## config.mk

```make
export PLATFORM = sky130hd
export DESIGN_NAME = sorted_priority_queue_core_flat
export DESIGN_NICKNAME = d
export VERILOG_FILES = /design/src/hdl/spq_pkg.sv /design/src/hdl/spq_req_if.sv /design/src/hdl/spq_rsp_if.sv /design/src/hdl/spq_cell.sv /design/src/hdl/sorted_priority_queue_core.sv /design/src/flat_wrapper.sv
export SDC_FILE = /design/constraint.sdc
export NUM_CORES = 2
export LEC_CHECK = 0
export BUFFER_PORTS_ARGS = -buffer_cell sky130_fd_sc_hd__buf_2
export CAP_MARGIN = 30
export CORE_ASPECT_RATIO = 2
export CORE_MARGIN = 1.5
export CORE_UTILIZATION = 53
export CTS_BUF_LIST = sky130_fd_sc_hd__clkbuf_8
export CTS_CLUSTER_SIZE = 30
export DETAILED_ROUTE_END_ITERATION = 16
export HOLD_SLACK_MARGIN = 0.12
export MAX_ROUTING_LAYER = met4
export PLACE_DENSITY = 0.69
export SYNTH_ARGS = -nofsm -noshare
export SYNTH_HDL_FRONTEND = slang
export SYNTH_SLANG_ARGS = --single-unit
```

## constraint.sdc

```tcl
create_clock -name clock -period 12.95 [get_ports clock]
set_clock_uncertainty 0.1 [all_clocks]
set_input_delay 0.6475 -clock clock [delete_from_list [all_inputs] [get_ports clock]]
set_output_delay 0.6475 -clock clock [all_outputs]
set_load 0.05 [all_outputs]
```

## src/hdl/spq_pkg.sv

```systemverilog
package spq_pkg;

   localparam int unsigned KeyW   = 32;
   localparam int unsigned StatW  = 2;
   localparam int unsigned CountW = 5;

   typedef logic signed [KeyW-1:0] key_type;

   typedef enum logic {
      OP_INSERT = 1'b0,
      OP_REMOVE = 1'b1
   } op_type;

   typedef enum logic [StatW-1:0] {
      ST_DONE  = 2'd0,
      ST_FULL  = 2'd1,
      ST_EMPTY = 2'd2
   } status_type;

   // Command broadcast to every cell in the chain.
   typedef struct packed {
      logic    ins;
      logic    rem;
      key_type key;
   } cmd_type;

   // What one cell shows to its neighbors.
   typedef struct packed {
      logic    gt;
      logic    occ;
      key_type value;
   } link_type;

endpackage

```

## src/hdl/spq_req_if.sv

```systemverilog
interface spq_req_if;
   logic              valid;
   logic              ready;
   spq_pkg::op_type   req_type;
   spq_pkg::key_type  key_value;

   modport source (output valid, output req_type, output key_value, input ready);
   modport sink   (input valid, input req_type, input key_value, output ready);
endinterface

```

## src/hdl/spq_rsp_if.sv

```systemverilog
interface spq_rsp_if;
   logic                               valid;
   logic                               ready;
   spq_pkg::key_type                   removed_value;
   spq_pkg::status_type                status;
   logic [spq_pkg::CountW-1:0]         entry_count;

   modport source (output valid, output removed_value, output status, output entry_count,
                   input ready);
   modport sink   (input valid, input removed_value, input status, input entry_count,
                   output ready);
endinterface

```

## src/hdl/spq_cell.sv

```systemverilog
module spq_cell (
   input  logic              clock,
   input  spq_pkg::cmd_type  cmd,
   input  logic              occ,
   input  spq_pkg::link_type left,
   input  spq_pkg::key_type  right_value,
   output spq_pkg::link_type link
);

   spq_pkg::key_type value_ff;
   spq_pkg::key_type value_in;
   logic             gt;
   logic             tail;

   // The new key sorts strictly before this entry, so the entry moves up.
   assign gt   = occ && (cmd.key < value_ff);
   // First empty slot: the store grows into this cell.
   assign tail = !occ && left.occ;

   always_comb begin
      value_in = value_ff;
      if (cmd.ins) begin
         if (left.gt) begin
            value_in = left.value;
         end else if (gt || tail) begin
            value_in = cmd.key;
         end
      end else if (cmd.rem) begin
         value_in = right_value;
      end
   end

   always_ff @(posedge clock) begin
      value_ff <= value_in;
   end

   assign link.gt    = gt;
   assign link.occ   = occ;
   assign link.value = value_ff;

endmodule

```

## src/hdl/sorted_priority_queue_core.sv

```systemverilog
// Ascending priority queue of signed 32-bit keys, held sorted in a row of
// DEPTH cells. A request either inserts req_type = insert with key_value, or
// removes the smallest key. Each request gets exactly one response, in the cycle
// after it is accepted, carrying the removed key (zero unless a remove
// succeeded), a status of done, full or empty, and the entry count after the
// request. Equal keys leave in the order in which they arrived. The block
// takes one request per cycle while responses are taken: every cell compares
// the incoming key with its own entry and its left neighbor's decision in the
// same cycle, so an insert or a remove costs the same no matter how full the
// store is. A new request is accepted whenever the response register is
// empty or its response is taken in the same cycle. The store needs no
// clearing; reset clears only the entry count and the response valid flag.
module sorted_priority_queue_core #(
   parameter int unsigned DEPTH = 16
) (
   input  logic       clock,
   input  logic       reset,
   spq_req_if.sink    req_ch,
   spq_rsp_if.source  rsp_ch
);

   localparam int unsigned CntW = $clog2(DEPTH + 1);

   logic [CntW-1:0]     count_ff;
   logic [CntW-1:0]     count_in;
   logic                rsp_valid_ff;
   logic                rsp_valid_in;
   spq_pkg::key_type    removed_ff;
   spq_pkg::key_type    removed_in;
   spq_pkg::status_type status_ff;
   spq_pkg::status_type status_in;

   logic                accept;
   logic                full;
   logic                empty;
   spq_pkg::cmd_type    cmd;
   spq_pkg::link_type   links [DEPTH];

   // The response register frees up when it is empty or being drained.
   assign req_ch.ready = !rsp_valid_ff || rsp_ch.ready;
   assign accept       = req_ch.valid && req_ch.ready;

   assign full  = (count_ff == CntW'(DEPTH));
   assign empty = (count_ff == '0);

   // Refused requests never reach the cells, so the store stays untouched.
   assign cmd.ins = accept && (req_ch.req_type == spq_pkg::OP_INSERT) && !full;
   assign cmd.rem = accept && (req_ch.req_type == spq_pkg::OP_REMOVE) && !empty;
   assign cmd.key = req_ch.key_value;

   // Cell i is occupied when i lies below the count. The leftmost cell sees
   // an occupied, never-greater neighbor so that it becomes the tail of an
   // empty store.
   for (genvar i = 0; i < DEPTH; i++) begin : g_cell
      spq_pkg::link_type left;
      spq_pkg::key_type  right_value;

      if (i == 0) begin : g_first
         assign left.gt    = 1'b0;
         assign left.occ   = 1'b1;
         assign left.value = '0;
      end else begin : g_inner
         assign left = links[i-1];
      end

      // Nothing shifts into the last cell; it simply drops out of the count.
      if (i == DEPTH - 1) begin : g_last
         assign right_value = '0;
      end else begin : g_mid
         assign right_value = links[i+1].value;
      end

      spq_cell u_cell (
         .clock       (clock),
         .cmd         (cmd),
         .occ         (CntW'(i) < count_ff),
         .left        (left),
         .right_value (right_value),
         .link        (links[i])
      );
   end

   // Count update and the response for the request being accepted.
   always_comb begin
      count_in     = count_ff;
      rsp_valid_in = rsp_valid_ff;
      removed_in   = removed_ff;
      status_in    = status_ff;
      if (rsp_ch.ready) begin
         rsp_valid_in = 1'b0;
      end
      if (accept) begin
         rsp_valid_in = 1'b1;
         removed_in   = '0;
         status_in    = spq_pkg::ST_DONE;
         if (req_ch.req_type == spq_pkg::OP_INSERT) begin
            if (full) begin
               status_in = spq_pkg::ST_FULL;
            end else begin
               count_in = count_ff + CntW'(1);
            end
         end else begin
            if (empty) begin
               status_in = spq_pkg::ST_EMPTY;
            end else begin
               removed_in = links[0].value;
               count_in   = count_ff - CntW'(1);
            end
         end
      end
   end

   always_ff @(posedge clock) begin
      if (reset) begin
         count_ff     <= '0;
         rsp_valid_ff <= 1'b0;
      end else begin
         count_ff     <= count_in;
         rsp_valid_ff <= rsp_valid_in;
      end
      removed_ff <= removed_in;
      status_ff  <= status_in;
   end

   assign rsp_ch.valid         = rsp_valid_ff;
   assign rsp_ch.removed_value = removed_ff;
   assign rsp_ch.status        = status_ff;
   assign rsp_ch.entry_count   = spq_pkg::CountW'(count_ff);

   // The count never grows past the number of cells.
   a_count_bound: assert property (@(posedge clock) disable iff (reset)
      count_ff <= CntW'(DEPTH))
      else $error("entry count exceeds depth");

   // A successful remove shrinks the count by exactly one.
   a_remove_count: assert property (@(posedge clock) disable iff (reset)
      cmd.rem |=> count_ff == $past(count_ff) - CntW'(1))
      else $error("remove did not decrement count");

   // A full refusal reports a full store, an empty refusal an empty one.
   a_full_count: assert property (@(posedge clock) disable iff (reset)
      rsp_valid_ff && status_ff == spq_pkg::ST_FULL |-> count_ff == CntW'(DEPTH))
      else $error("full status with room left");

   a_empty_count: assert property (@(posedge clock) disable iff (reset)
      rsp_valid_ff && status_ff == spq_pkg::ST_EMPTY |-> count_ff == '0 && removed_ff == '0)
      else $error("empty status with entries stored");

   // The two lowest entries stay in ascending order.
   a_sorted_head: assert property (@(posedge clock) disable iff (reset)
      count_ff >= CntW'(2) |-> links[0].value <= links[1].value)
      else $error("head of store out of order");

endmodule
```

## src/flat_wrapper.sv

```systemverilog
// flat-port wrapper written by rule: the top's interface ports become plain ports
module sorted_priority_queue_core_flat 
#(
   parameter int unsigned DEPTH = 16
)
  (clock, reset, req_ch_valid, req_ch_req_type, req_ch_key_value, req_ch_ready, rsp_ch_valid, rsp_ch_removed_value, rsp_ch_status, rsp_ch_entry_count, rsp_ch_ready);
  spq_req_if req_ch_i ();
  spq_rsp_if rsp_ch_i ();
  input  logic clock;
  input  logic reset;
  input wire logic [$bits(req_ch_i.valid)-1:0] req_ch_valid;
  input wire logic [$bits(req_ch_i.req_type)-1:0] req_ch_req_type;
  input wire logic [$bits(req_ch_i.key_value)-1:0] req_ch_key_value;
  output wire logic [$bits(req_ch_i.ready)-1:0] req_ch_ready;
  output wire logic [$bits(rsp_ch_i.valid)-1:0] rsp_ch_valid;
  output wire logic [$bits(rsp_ch_i.removed_value)-1:0] rsp_ch_removed_value;
  output wire logic [$bits(rsp_ch_i.status)-1:0] rsp_ch_status;
  output wire logic [$bits(rsp_ch_i.entry_count)-1:0] rsp_ch_entry_count;
  input wire logic [$bits(rsp_ch_i.ready)-1:0] rsp_ch_ready;
  assign req_ch_i.valid = req_ch_valid;
  assign req_ch_i.req_type = req_ch_req_type;
  assign req_ch_i.key_value = req_ch_key_value;
  assign req_ch_ready = req_ch_i.ready;
  assign rsp_ch_valid = rsp_ch_i.valid;
  assign rsp_ch_removed_value = rsp_ch_i.removed_value;
  assign rsp_ch_status = rsp_ch_i.status;
  assign rsp_ch_entry_count = rsp_ch_i.entry_count;
  assign rsp_ch_i.ready = rsp_ch_ready;
  sorted_priority_queue_core #(.DEPTH(DEPTH)) u_core (.clock(clock), .reset(reset), .req_ch(req_ch_i), .rsp_ch(rsp_ch_i));
endmodule
```

* Word level (Yosys, flattened, before mapping)
Index checks and enable logic that the tools add are counted.
** Word-level totals
- Register bits after elaboration :: 552
- Output and inout port bits :: 41
** Cells by class
- Add/subtract/negate cells :: 2
- Order comparisons :: 32
- Equality and inequality tests :: 19
- Mux-type cells :: 71
- Bitwise logic cells :: 1
- Reductions and logical operators :: 93
** Operators by type and width (count)
- $mux 32 :: 63
- $lt 32x32->1 :: 16
- $ne 3x3->1 const B :: 15
- $lt 4x5->1 const A :: 8
- $logic_and 1x1->1 :: 36
- $reduce_and 2->1 :: 16
- $lt 3x5->1 const A :: 4
- $logic_not 1->1 :: 19
- $logic_or 1x1->1 :: 17
- $mux 5 :: 3
- $lt 1x5->1 const A :: 2
- $lt 2x5->1 const A :: 2
- $ne 2x2->1 const B :: 3
- $add 5x1->5 const B :: 1
- $eq 5x5->1 const B :: 1
- $logic_not 5->1 :: 1
- $sub 5x1->5 const B :: 1
- $mux 2 :: 2
- $reduce_bool 2->1 :: 2
- $mux 1 :: 3
- $reduce_and 3->1 :: 1
- $reduce_or 2->1 :: 1
- $not 1->1 :: 1

* Depth between registers and ports, before layout
- Word-level depth :: 7
- Mapped depth :: 12
- Gate-level depth less buffers :: 10

* Cells and area by module
From an unflattened synthesis, not the netlist that was laid out.
** Unflattened totals
- Cell total of the unflattened synthesis :: 4321
- Area, all modules :: 41194.5 um^2
** By module, submodules not included
- spq_cell (u_core.g_cell[0].u_cell ...) :: times used 15, cells an instance 261, area each 2462.4 um^2
- spq_cell (u_core.g_cell[14].u_cell) :: times used 1, cells an instance 261, area each 2466.1 um^2
- sorted_priority_queue_core :: times used 1, cells an instance 145, area each 1793.0 um^2

* Least setup slack after synthesis
Ideal clock, no wire load.
- Path kind :: reg2reg
- Start :: register u_core.count_ff[1], in the netlist u_core.rsp_ch.entry_count[1]
- End :: register u_core.g_cell[11].u_cell.value_ff[0], enable pin
- Library setup time :: 0.470 ns
- Arrival time :: 5.027 ns
- Path slack :: 7.353 ns
- Cell stages (with the launch flop) :: 11
- Path buffers :: 5
- Path through :: dfxtp_1 > clkbuf_1 > inv_1 > ha_1 > and3_1 > or3_1 > clkbuf_1 > clkbuf_1 > clkbuf_1 > clkbuf_1 > o31ai_1
** On the way
- Word-level cells in the longest chain between the ends :: 6
- Elaborated cells between the ends (all ways) :: 16
- Those cells by class :: order compare: 2; eq/ne: 2; reduce/logical: 12
** RTL lines
- from (decl) :: RTL line sorted_priority_queue_core.sv:24 : logic [CntW-1:0] count_ff;
- from (signal assigned) :: RTL line sorted_priority_queue_core.sv:118 : count_ff <= count_in;
- $lt 4x5->1 :: RTL line sorted_priority_queue_core.sv:76 : .occ (CntW'(i) < count_ff),
- $logic_not 1->1 :: RTL line spq_cell.sv:18 : assign tail = !occ && left.occ;
- $logic_and 1x1->1 :: RTL line spq_cell.sv:18
- $logic_or 1x1->1 :: RTL line spq_cell.sv:25 : end else if (gt || tail) begin
- $ne 3x3->1 (no line)
- $reduce_and 2->1 (no line) (*)
- to (signal assigned) :: RTL line spq_cell.sv:34 : value_ff <= value_in;
- to (decl) :: RTL line spq_cell.sv:10 : spq_pkg::key_type value_ff;
Mark *: on every way between the ends. The rest lies on a longest branch, timed or not.
A chain may end at the register's enable or synchronous reset.

* Worst setup path after layout
- Start :: register u_core.count_ff[1], in the netlist u_core.rsp_ch.entry_count[1]
- End :: register u_core.g_cell[1].u_cell.value_ff[2] (data pin)
** On the way
- Word-level cells in the longest chain between the ends :: 4
- Elaborated cells between the ends (all ways) :: 7
- Those cells by class :: order compare: 1; eq/ne: 1; mux: 2; reduce/logical: 3
** RTL lines
- $lt 1x5->1 or $eq 5x5->1 (tied branches) :: RTL line sorted_priority_queue_core.sv:76, sorted_priority_queue_core.sv:43
- $logic_and 1x1->1 or $logic_not 1->1 (tied branches) :: RTL line spq_cell.sv:16, sorted_priority_queue_core.sv:47
- $mux 32 or $logic_and 1x1->1 (tied branches) :: RTL line spq_cell.sv:23, sorted_priority_queue_core.sv:47
- $mux 32 (*) :: RTL line spq_cell.sv:22 : if (cmd.ins) begin
- named net u_core.g_cell[1].u_cell.value_in[2] :: RTL line spq_cell.sv:11 : spq_pkg::key_type value_in;
- to (signal assigned) :: RTL line spq_cell.sv:34
- to (decl) :: RTL line spq_cell.sv:10
Mark *: on every way through the listed nets, which the timed path passes. The rest lies on a longest branch.

==> impl_results.md <==
- Status: finished, final reports clean
- CP endpoint kind: register
- Layout Cells excl Fill: between 4000 and 5000
- Post-synth top area share: a little over two fifths
- Post-synth net total: approximately 4400
- Main synth FF type: edfxtp_1
- Crit-path most repeated cell: buf_4
- Reg2Reg Depth: 9
- Mapped cell area: just under 40000 µm²
- Final Hold Fails: 0
- Post-CTS setup buffers: 0
- Netlist cell types: 74
- Max_cap viols: 0
- Placement Setup Slack: 7.95 ns
- Reg2reg setup slack: 7.84 ns
- Yosys reg bits: roughly 550
- Drt pass-1 iters: 6
- DR DRC count: 0
- Yosys top cell by area: edfxtp_1
- I/O Buffers: between 70 and 80
- Die Area: roughly 75000 µm²
- Clock power frac: 26.3%
- Psw: 1.98 mW
- CP startpoint: u_core.rsp_ch.entry_count[1]$_SDFFE_PP0P_
- Initial antenna violation count: 4
- Core Rows: 140
- Critical Path Max Stage Delay: about 0.82 ns
- Hold path startpoint: req_ch_req_type
- Worst IR drop on VDD: between 0.07 and 0.08 mV
- CP max FO: 193
- Routed WL per cell: around 27 µm
- Die width: just under 200 µm
- Data required time of the worst path: roughly 13 ns
- CTS tree: done
- Post-DP HPWL: around 100000 µm
- Power Dens Cells: about 130 nW/µm²
- Final WL: ~130000 µm
- Worst Setup Path Type: register to register
- H-Tree Depth: 3
- Layout fillers: between 6000 and 7000
- CP Buf/Inv Count: 4
- Total CTS buffers: 86
- Worst-Skew Late Latency: 0.76 ns
- Leakage: about 17 nW
- Total track usage: 36.2%
- DRT iter0 DRCs: 2832
- Final Critical Period: slightly above 5 ns
- Crit Reg-Reg Endpoint: u_core.g_cell[1].u_cell.value_ff[2]$_DFFE_PP_
- Worst-path clk slew: roughly 0.080 ns
- Cells resized by post-CTS repair: 0
- Ratio of cells with drive above 1 in the final layout: under 10%
- Total power: ~5.4 mW
- Proportion of power drawn by combinational gates: between 20 and 30%
- Warning count from the yosys run: 0
- Final WS setup: slightly below 8 ns
- CP top delay family: buffers and inverters
- DIE HEIGHT: between 300 and 400 µm
- Final Slew Violations: 0
- Antenna viol nets, final: 0
- RSZ-0062 raised after global routing: no
- Total Nets Final: about 4400
- Placed cell count: 4697
- Pin count of the biggest net entering global routing: 196
- Total global routing overflow: 0
- Sequential group share of total power: between 40% and 50%
- Post-synthesis async set-or-reset flop share: 0%
- Tightest Pin Transition: 1.07 ns
- Hold WC Path Type: input port to register
- Internal power: 3.44 mW
- Slew HR: 27.1%
- Crit path max-delay cell type: buf_4
- Number of synthesized flops with an enable pin: 546
- Vias in the first global route: 32900
- Root Driver: clkbuf_8
- Top achievable clock speed: ~0.20 GHz
- Syn_area_per_cell: 10.0 µm²
- # setup viols final: 0
- Core box area: between 70000 and 80000 µm²
- Top Ports: 78
- Starting Density: 53.6%
- RD Place Congestion: 0.953
- Worst r2r src: u_core.rsp_ch.entry_count[1]$_SDFFE_PP0P_
- Hold Path Sink: u_core.rsp_ch.status[0]$_SDFFCE_PP0P_
- Synth top area cells: edfxtp_1 (42%), ha_1 (16%), a221o_1 (7.4%), inv_1 (4.9%), nor3_1 (3.5%)
- Syn Inst Count: about 3900
- Sw frac: between 30% and 40%
- Hold depth: 2
- Area growth syn-to-layout: 7.22%
- Startpoint Class: register
- Part of the cycle the worst path needs: just under 40%
- DR vias/cell: slightly below 7
- DR vias: around 33000
- Clock Tree Buf Depth: 3
- # clock sinks: 552
- Sequential share of the synthesized area: around 42%
- Setup TNS: 0 ns
- First-pass GRT wire length: 197000 µm
- CP cell instances: inv_1 > ha_1 > and3_1 > or3_4 > buf_12 > buf_4 > buf_4 > nor3_1 > a221o_1
- Worst Path Arrival: ~5.5 ns
==> per-layer routing <==
layer	vias up	GRT usage (%)	wire length (µm)
met3	622	4.03	5970
met5	-	-	0
met1	15900	33.9	43500
met2	1440	63.2	67600
met4	0	36.8	15600
li1	14800	-	-
==> kinds of logic (layout without fill, tap and decap cells) <==
kind of cell               after synthesis  in the layout  synth area share (%)
adders and majority gates              500            500                  16.1
DFF                                    552            552                  42.4
other                                    0              2                     0
xor gates and xnor gates                 6              6                 0.135
AOI/OAI and AO/OA                      974            974                  19.1
muxes                                   53             53                  1.44
and+or+nand+nor                       1039           1039                  13.2
buffers and inverters                  770            806                  7.69
==> per-stage QoR <==
| stage | util [%] | hold slack [ns] | cell area [µm²] |
|---|---|---|---|
| finish | 57.4 | 0.220 | 41700 |
| floorplan | - | 0.425 | 38900 |
| global route | 57.4 | 0.231 | 41700 |
| detailed placement | 55.3 | 0.436 | 40200 |
| global placement | 55.1 | 0.404 | 40100 |
| CTS | 57.4 | 0.173 | 41700 |
==> flip-flops by register name (all words and copies together), names as in the netlist <==
name / count
u_core.rsp_ch.status: 2
u_core.rsp_ch.entry_count: 5
u_core.g_cell.u_cell.value_ff: 512
u_core.rsp_ch.removed_value: 32
u_core.rsp_ch.valid: 1
==> cell type report <==
cell class / instances / area [µm²] / area share, %
Timing Repair Buffer: 141 / 983 / 2.36
Clock inverter: 65 / 304 / 0.728
Antenna cell: 2 / 5.00 / 0.0120
Tap cell: 923 / 1150 / 2.77
Clock buffer: 88 / 1210 / 2.90
Inverter: 512 / 1920 / 4.60
Sequential cell: 552 / 16500 / 39.6
Multi-Input combinational cell: 2572 / 19700 / 47.1
==> worst max path at each step <==
stage | to | slack (ns) | cells after the start
2_1_floorplan | u_core.g_cell[11].u_cell.value_ff[0]$_DFFE_PP_ | 7.35 | 10
3_3_place_gp | u_core.g_cell[9].u_cell.value_ff[3]$_DFFE_PP_ | 7.89 | 11
3_5_place_dp | u_core.g_cell[6].u_cell.value_ff[0]$_DFFE_PP_ | 7.95 | 12
4_1_cts | u_core.g_cell[1].u_cell.value_ff[2]$_DFFE_PP_ | 8.07 | 9
5_1_grt | u_core.g_cell[2].u_cell.value_ff[2]$_DFFE_PP_ | 7.58 | 9
6_report | u_core.g_cell[1].u_cell.value_ff[2]$_DFFE_PP_ | 7.84 | 9
==> cell usage in the layout (no fill, tap or decap), drive strengths merged, types with 7 or more instances in the layout <==
cell and count:
nand2b 23, o211ai 22, nand2 275, inv 539, nand3 127, a211o 7, a211oi 25, a21oi 222
edfxtp 546, and2 66, nor2b 11, nor2 112, buf 138, and3 37, a221o 286, o311ai 33
o21ai 126, a221oi 39, a2111oi 13, nor3 273, clkbuf 88, ha 500, and4 16, o221ai 94
nand4 59, nor4 12, clkinv 33, a31oi 14, o21a 11, mux2i 49, a21o 43
==> repair_timing <==
item	in CTS	in global routing
hold buffers	3	0
endpoints found under the hold margin	6	0
setup endpoints to repair	0	0
==> cell usage after synthesis, types with 12 or more instances <==
cell       number
and2_1         66
a221oi_1       39
clkbuf_1      195
o211ai_1       22
nand3_1       127
nand4_1        59
a31oi_1        14
buf_2          39
nor3_1        272
buf_1          14
o221ai_1       94
edfxtp_1      546
ha_1          500
and4_1         16
and3_1         37
a21o_1         43
a21oi_1       221
nand2_1       275
o21ai_0       123
o311ai_0       32
a2111oi_0      12
nand2b_1       23
nor2_1        112
a211oi_1       25
inv_1         512
mux2i_1        47
a221o_1       286
==> power groups by stage <==
stage	Combinational [mW]	Clock [mW]	Sequential [mW]
floorplan	1.01	0	2.44
global placement	1.51	0	2.44
detailed placement	1.56	0	2.44
CTS	1.57	1.44	2.40
global route	1.73	1.50	2.42
finish	1.59	1.43	2.41
Power figures use the tool's default switching activity.
